**src/rtl/core/afd_pkg.sv**
```systemverilog
// ----------------------------------------------------------------------------
// afd_pkg
// Types and constants for the frame deframer with 8-bit sum checksum.
// ----------------------------------------------------------------------------
package afd_pkg;

  localparam logic [7:0] DELIM_BYTE = 8'h7E;
  localparam logic [7:0] CHECK_BASE = 8'hFF;

  typedef enum logic [4:0] {
    PH_HUNT    = 5'b00001,
    PH_LEN_HI  = 5'b00010,
    PH_LEN_LO  = 5'b00100,
    PH_PAYLOAD = 5'b01000,
    PH_CHECK   = 5'b10000
  } phase_t;

  typedef struct packed {
    logic [7:0] rx_byte;
  } in_beat_t;

  typedef struct packed {
    logic [7:0] data_byte;
    logic       frame_end;
    logic       check_ok;
  } out_beat_t;

endpackage

```
**src/rtl/core/afd_if.sv**
```systemverilog
// ----------------------------------------------------------------------------
// afd_if
// Valid/ready channel carrying one payload beat.
// ----------------------------------------------------------------------------
interface afd_in_if;
  import afd_pkg::*;
  logic     valid;
  logic     ready;
  in_beat_t payload;
  modport source (output valid, output payload, input ready);
  modport sink (input valid, input payload, output ready);
endinterface

interface afd_out_if;
  import afd_pkg::*;
  logic      valid;
  logic      ready;
  out_beat_t payload;
  modport source (output valid, output payload, input ready);
  modport sink (input valid, input payload, output ready);
endinterface

```
**src/rtl/core/api_frame_deframer_checksum_top.sv**
```systemverilog
// ----------------------------------------------------------------------------
// api_frame_deframer_checksum_top
// Byte-stream frame deframer: delimiter hunt, 16-bit length, payload
// pass-through, 8-bit sum checksum check at frame end.
// ----------------------------------------------------------------------------
// One byte is taken per cycle; each byte updates the phase, length and sum
// registers and, for payload and checksum bytes, loads the output register.
// Header and hunting bytes give no result. The input stalls only while the
// output register holds a result the sink has not taken.
module api_frame_deframer_checksum_top import afd_pkg::*; (
  input  logic       clk,
  input  logic       rst,
  afd_in_if.sink     in_ch,
  afd_out_if.source  out_ch
);

  phase_t      phase, phase_next;
  logic [7:0]  length_high, length_high_next;
  logic [15:0] bytes_left, bytes_left_next;
  logic [7:0]  running_sum, running_sum_next;
  logic        out_valid, out_valid_next;
  out_beat_t   out_data, out_data_next;
  logic        in_fire;
  logic [7:0]  b;
  logic [15:0] len_word;
  logic [15:0] left_dec;

  assign in_ch.ready    = !out_valid || out_ch.ready;
  assign in_fire        = in_ch.valid && in_ch.ready;
  assign b              = in_ch.payload.rx_byte;
  assign len_word       = {length_high, b};
  assign left_dec       = bytes_left - 16'd1;
  assign out_ch.valid   = out_valid;
  assign out_ch.payload = out_data;

  always_comb begin
    phase_next       = phase;
    length_high_next = length_high;
    bytes_left_next  = bytes_left;
    running_sum_next = running_sum;
    out_valid_next   = out_valid && !out_ch.ready;
    out_data_next    = out_data;
    if (in_fire) begin
      unique case (phase)
        PH_LEN_HI: begin
          length_high_next = b;
          phase_next       = PH_LEN_LO;
        end
        PH_LEN_LO: begin
          bytes_left_next = len_word;
          phase_next      = (len_word == 16'd0) ? PH_CHECK : PH_PAYLOAD;
        end
        PH_PAYLOAD: begin
          running_sum_next = running_sum + b;
          bytes_left_next  = left_dec;
          if (left_dec == 16'd0) begin
            phase_next = PH_CHECK;
          end
          out_valid_next = 1'b1;
          out_data_next  = '{data_byte: b, frame_end: 1'b0, check_ok: 1'b0};
        end
        PH_CHECK: begin
          out_valid_next   = 1'b1;
          out_data_next    = '{data_byte: b, frame_end: 1'b1,
                               check_ok: (b == (CHECK_BASE - running_sum))};
          phase_next       = PH_HUNT;
          running_sum_next = 8'd0;
          bytes_left_next  = 16'd0;
        end
        default: begin
          if (b == DELIM_BYTE) begin
            phase_next       = PH_LEN_HI;
            running_sum_next = 8'd0;
            bytes_left_next  = 16'd0;
          end else begin
            phase_next = PH_HUNT;
          end
        end
      endcase
    end
  end

  always_ff @(posedge clk) begin
    if (rst) begin
      phase       <= PH_HUNT;
      length_high <= 8'd0;
      bytes_left  <= 16'd0;
      running_sum <= 8'd0;
      out_valid   <= 1'b0;
    end else begin
      phase       <= phase_next;
      length_high <= length_high_next;
      bytes_left  <= bytes_left_next;
      running_sum <= running_sum_next;
      out_valid   <= out_valid_next;
    end
    out_data <= out_data_next;
  end

endmodule

```
**src/flat_wrapper.sv**
```systemverilog
// flat-port wrapper written by rule: the top's interface ports become plain ports
module api_frame_deframer_checksum_top_flat import afd_pkg::*;
  (clk, rst, in_ch_valid, in_ch_payload, in_ch_ready, out_ch_valid, out_ch_payload, out_ch_ready);
  afd_in_if in_ch_i ();
  afd_out_if out_ch_i ();
  input  logic clk;
  input  logic rst;
  input wire logic [$bits(in_ch_i.valid)-1:0] in_ch_valid;
  input wire logic [$bits(in_ch_i.payload)-1:0] in_ch_payload;
  output wire logic [$bits(in_ch_i.ready)-1:0] in_ch_ready;
  output wire logic [$bits(out_ch_i.valid)-1:0] out_ch_valid;
  output wire logic [$bits(out_ch_i.payload)-1:0] out_ch_payload;
  input wire logic [$bits(out_ch_i.ready)-1:0] out_ch_ready;
  assign in_ch_i.valid = in_ch_valid;
  assign in_ch_i.payload = in_ch_payload;
  assign in_ch_ready = in_ch_i.ready;
  assign out_ch_valid = out_ch_i.valid;
  assign out_ch_payload = out_ch_i.payload;
  assign out_ch_i.ready = out_ch_ready;
  api_frame_deframer_checksum_top u_core (.clk(clk), .rst(rst), .in_ch(in_ch_i), .out_ch(out_ch_i));
endmodule
```
**config.mk**
```make
export PLATFORM = sky130hd
export DESIGN_NAME = api_frame_deframer_checksum_top_flat
export DESIGN_NICKNAME = d
export VERILOG_FILES = /design/src/rtl/core/afd_pkg.sv /design/src/rtl/core/afd_if.sv /design/src/rtl/core/api_frame_deframer_checksum_top.sv /design/src/flat_wrapper.sv
export SDC_FILE = /design/constraint.sdc
export NUM_CORES = 1
export LEC_CHECK = 0
export BUFFER_PORTS_ARGS = -buffer_cell sky130_fd_sc_hd__buf_4
export CAP_MARGIN = 10
export CORE_UTILIZATION = 50
export CTS_BUF_LIST = sky130_fd_sc_hd__clkbuf_8 sky130_fd_sc_hd__clkbuf_16
export DETAILED_ROUTE_END_ITERATION = 7
export PLACE_DENSITY_LB_ADDON = 0.25
export SLEW_MARGIN = 40
export SYNTH_ARGS = -nofsm -noshare
export SYNTH_HDL_FRONTEND = slang
export SYNTH_SLANG_ARGS = --single-unit
```
**constraint.sdc**
```tcl
create_clock -name clk -period 2.9 [get_ports clk]
set_input_delay 0.725 -clock clk [delete_from_list [all_inputs] [get_ports clk]]
set_output_delay 0.725 -clock clk [all_outputs]
set_load 0.02 [all_outputs]
```
==> metrics.md <==
| Metric | Value |
|---|---|
| Crit Path Class | `register to register` |
| Vias in the first global route | `2285` |
| DR vias/cell | `5.98` |
| CP endpoint | `u_core.phase[4]` |
| Cell Area, Synth | `2790 sq um` |
| Hold Vio Cnt, Final | `0` |
| Total clock sinks | `48` |
| Non-filler cells, final | `411` |
| Grt ovf | `0` |
| Htree depth | `2` |
| Top-count cell post-synth | `nor2_1` |
| Top cells by area, synth | `dfxtp_1 (27%), edfxtp_1 (11%), nor2_1 (6.5%), ha_1 (4.0%), a21oi_1 (3.6%)` |
| Final TNS setup | `0 ps` |
| Seq cells post-synth | `48` |
| Post-DP HPWL | `4.81 mm` |
| Area delta synth->final | `11.2%` |
| First-pass GRT wire length | `11.1 mm` |
| PnR Total Power | `0.00117 W` |
| Ys flop type | `dfxtp_1` |
| Total wire length | `6.84 mm` |
| Total of warnings raised by yosys | `0` |
| Drt pass-1 iters | `4` |
| # hold bufs at CTS | `0` |
| TritonCTS clock tree | `built` |
| Layout Nets | `362` |
| Routed wire length per instance | `16.6 um` |
| DR DRC count | `0` |
| Antenna Nets Post-Route | `0` |
| Setup Skew | `6.15 ps` |
| Reg2Reg Depth | `9` |
| CTS max path bufs | `2` |
| Share of flip-flops with an asynchronous set or reset | `0%` |
| Dominant cell type by area after synthesis | `dfxtp_1` |
| GPL Wtd Cong | `0.862` |
| Cts repair resizes | `0` |
| Io pins | `24` |
| RSZ-0062 raised after global routing | `false` |
| Worst Path Max Fanout | `10` |
| Synth top area share | `27.3%` |
| Antenna cells | `0` |
| Layout cells sized above 1 | `13.5%` |
| Largest net degree at the start of global routing | `47` |
| Max transition margin | `43.9%` |
| CP Capture Type | `register` |
| Critical Path RT | `3130 ps` |
| Iteration-0 DRC Markers | `157` |
| Status | `finished clean` |
| CORE AREA | `5240 sq um` |
| Inserted Clock Buffers | `5` |
| Max VDD drop | `0.285 mV` |
| Port bufs | `23` |
| Clock Root Buffer | `clkbuf_8` |
| Maxcap violations | `0` |
| R2R Setup Slk | `160 ps` |
| Die Span Y | `76.7 um` |
| Initial antenna violation count | `0` |
| Max Slew Vio Count | `0` |
| Worst Tran Pin Value | `836 ps` |
| Hold Crit Depth | `2` |
| CP arrival | `2970 ps` |
| Top cells by count, synth | `nor2_1 (48), dfxtp_1 (38), nand2_1 (23)` |
| Clock-pin transition on the worst setup and hold timing paths | `90 ps` |
| Final Setup Violations | `0` |
| Via count | `2458` |
| Distinct cells, synth | `55` |
| Worst min-delay path category | `register to register` |
| Worst R2R End | `u_core.phase[4]` |
| Max Fclk | `0.365 GHz` |
| Mean Syn Cell Area | `8.67 sq um` |
| Leak | `1.22 nW` |
| Synth Instances | `322` |
| DP Cell Count | `402` |
| Post-synth EDFFs | `10` |
| GRT Total Usage | `24.2%` |
| Die X | `76.7 um` |
| Final period util | `94.6%` |
| CP startpoint kind | `register` |
| Initial Util | `53.3%` |
| Sequential area share after synthesis | `38.0%` |
| Worst r2r src | `u_core.bytes_left[0]` |
| Post-Synthesis Net Count | `344` |
| Core Util, Final | `59.2%` |
| Setup crit start | `u_core.bytes_left[0]` |
| Power Dens Cells | `377 nW/um^2` |
| # rows | `26` |
| Minimum clock period after layout | `2740 ps` |
| Worst-skew pair later-pin latency | `310 ps` |
| Die Area | `5880 sq um` |
==> cells by family after synthesis <==
kind of cell | share of synthesized area [%]
xor gates and xnor gates | 5.02
muxes | 2.87
adders and majority gates | 4.75
buffers and inverters | 4.08
DFF | 38.0
AOI/OAI and AO/OA | 18.5
and+or+nand+nor | 26.7
==> cell usage in the layout (no fill, tap or decap), types with 2 or more instances in the layout <==
master / instances
nor2_1: 48
dfxtp_1: 38
buf_4: 30
nand2_1: 23
a21oi_1: 20
nor3_1: 17
xnor2_1: 11
edfxtp_1: 10
nand3_1: 9
ha_1: 9
a211oi_1: 8
mux2i_1: 8
inv_1: 7
a22oi_1: 7
a221oi_1: 7
nor4_1: 7
o21ai_0: 6
nand3b_1: 6
xor2_1: 5
clkbuf_8: 5
a21o_1: 4
nor4bb_1: 3
or4_1: 3
nor4b_1: 3
a22o_1: 3
nor3_2: 2
nor2b_1: 2
nand2b_1: 2
and2_1: 2
or3_1: 2
o21a_1: 2
o21ai_1: 2
nand4_1: 2
and3_1: 2
o311ai_0: 2
a31oi_1: 2
o31ai_1: 2
clkinvlp_4: 2
==> registers in the layout, indices dropped and copies added, names as in the netlist <==
name and cells:
u_core.bytes_left 16, u_core.out_ch.payload 10, u_core.length_high 8, u_core.running_sum 8
u_core.phase 5, u_core.out_ch.valid 1
==> what timing repair did <==
item,4_1_cts,5_1_grt
endpoints found under the setup margin,0,1
buffers inserted,0,1
endpoints found under the hold margin,0,0
==> worst min path at each step <==
stage | startpoint | endpoint
after floorplan | u_core.running_sum[6] | u_core.running_sum[6]
after detailed placement | u_core.running_sum[6] | u_core.running_sum[6]
after global placement | u_core.running_sum[6] | u_core.running_sum[6]
after CTS | u_core.running_sum[6] | u_core.running_sum[6]
after global routing | u_core.running_sum[6] | u_core.running_sum[6]
final | u_core.running_sum[6] | u_core.running_sum[6]
==> layer usage <==
layer,global-route usage (%),up-vias,share of wire (%)
met1,30.8,1150,45
li1,-,1221,-
met3,6.43,12,5.8
met2,38.6,75,47
met5,0,-,0
met4,10.2,0,2.2
==> worst max-delay path: stages (launching register included) <==
cell	delay, ps
dfxtp_1	350
inv_1	90
ha_1	260
or4b_4	570
nor4b_1	300
a41oi_1	120
a2111oi_4	450
buf_4	200
a31oi_1	80
a211oi_1	250
==> power breakdown <==
group | switching [W] | internal, W | total [W]
Sequential | 0.00000255 | 0.000681 | 0.000684
Clock | 0.000236 | 0.000167 | 0.000403
Combinational | 0.0000511 | 0.0000316 | 0.0000828
==> area by class of cell <==
type	instances	area (sq um)
clock buffer	5	68.8
clock inverter	3	18.8
fill	476	2130
inverter	7	26.3
multi-input combinational	248	1620
sequential	48	1060
tap	70	87.6
timing repair buffer	30	225
==> metrics by stage <==
stage	hold WS, ps	cell area (sq um)	setup WS, ps
after CTS	489	3100	144
after detailed placement	472	3010	160
final	484	3100	157
after global routing	511	3100	27.8
after floorplan	454	2790	371
after global placement	470	3010	264
Power figures use the tool's default switching activity.
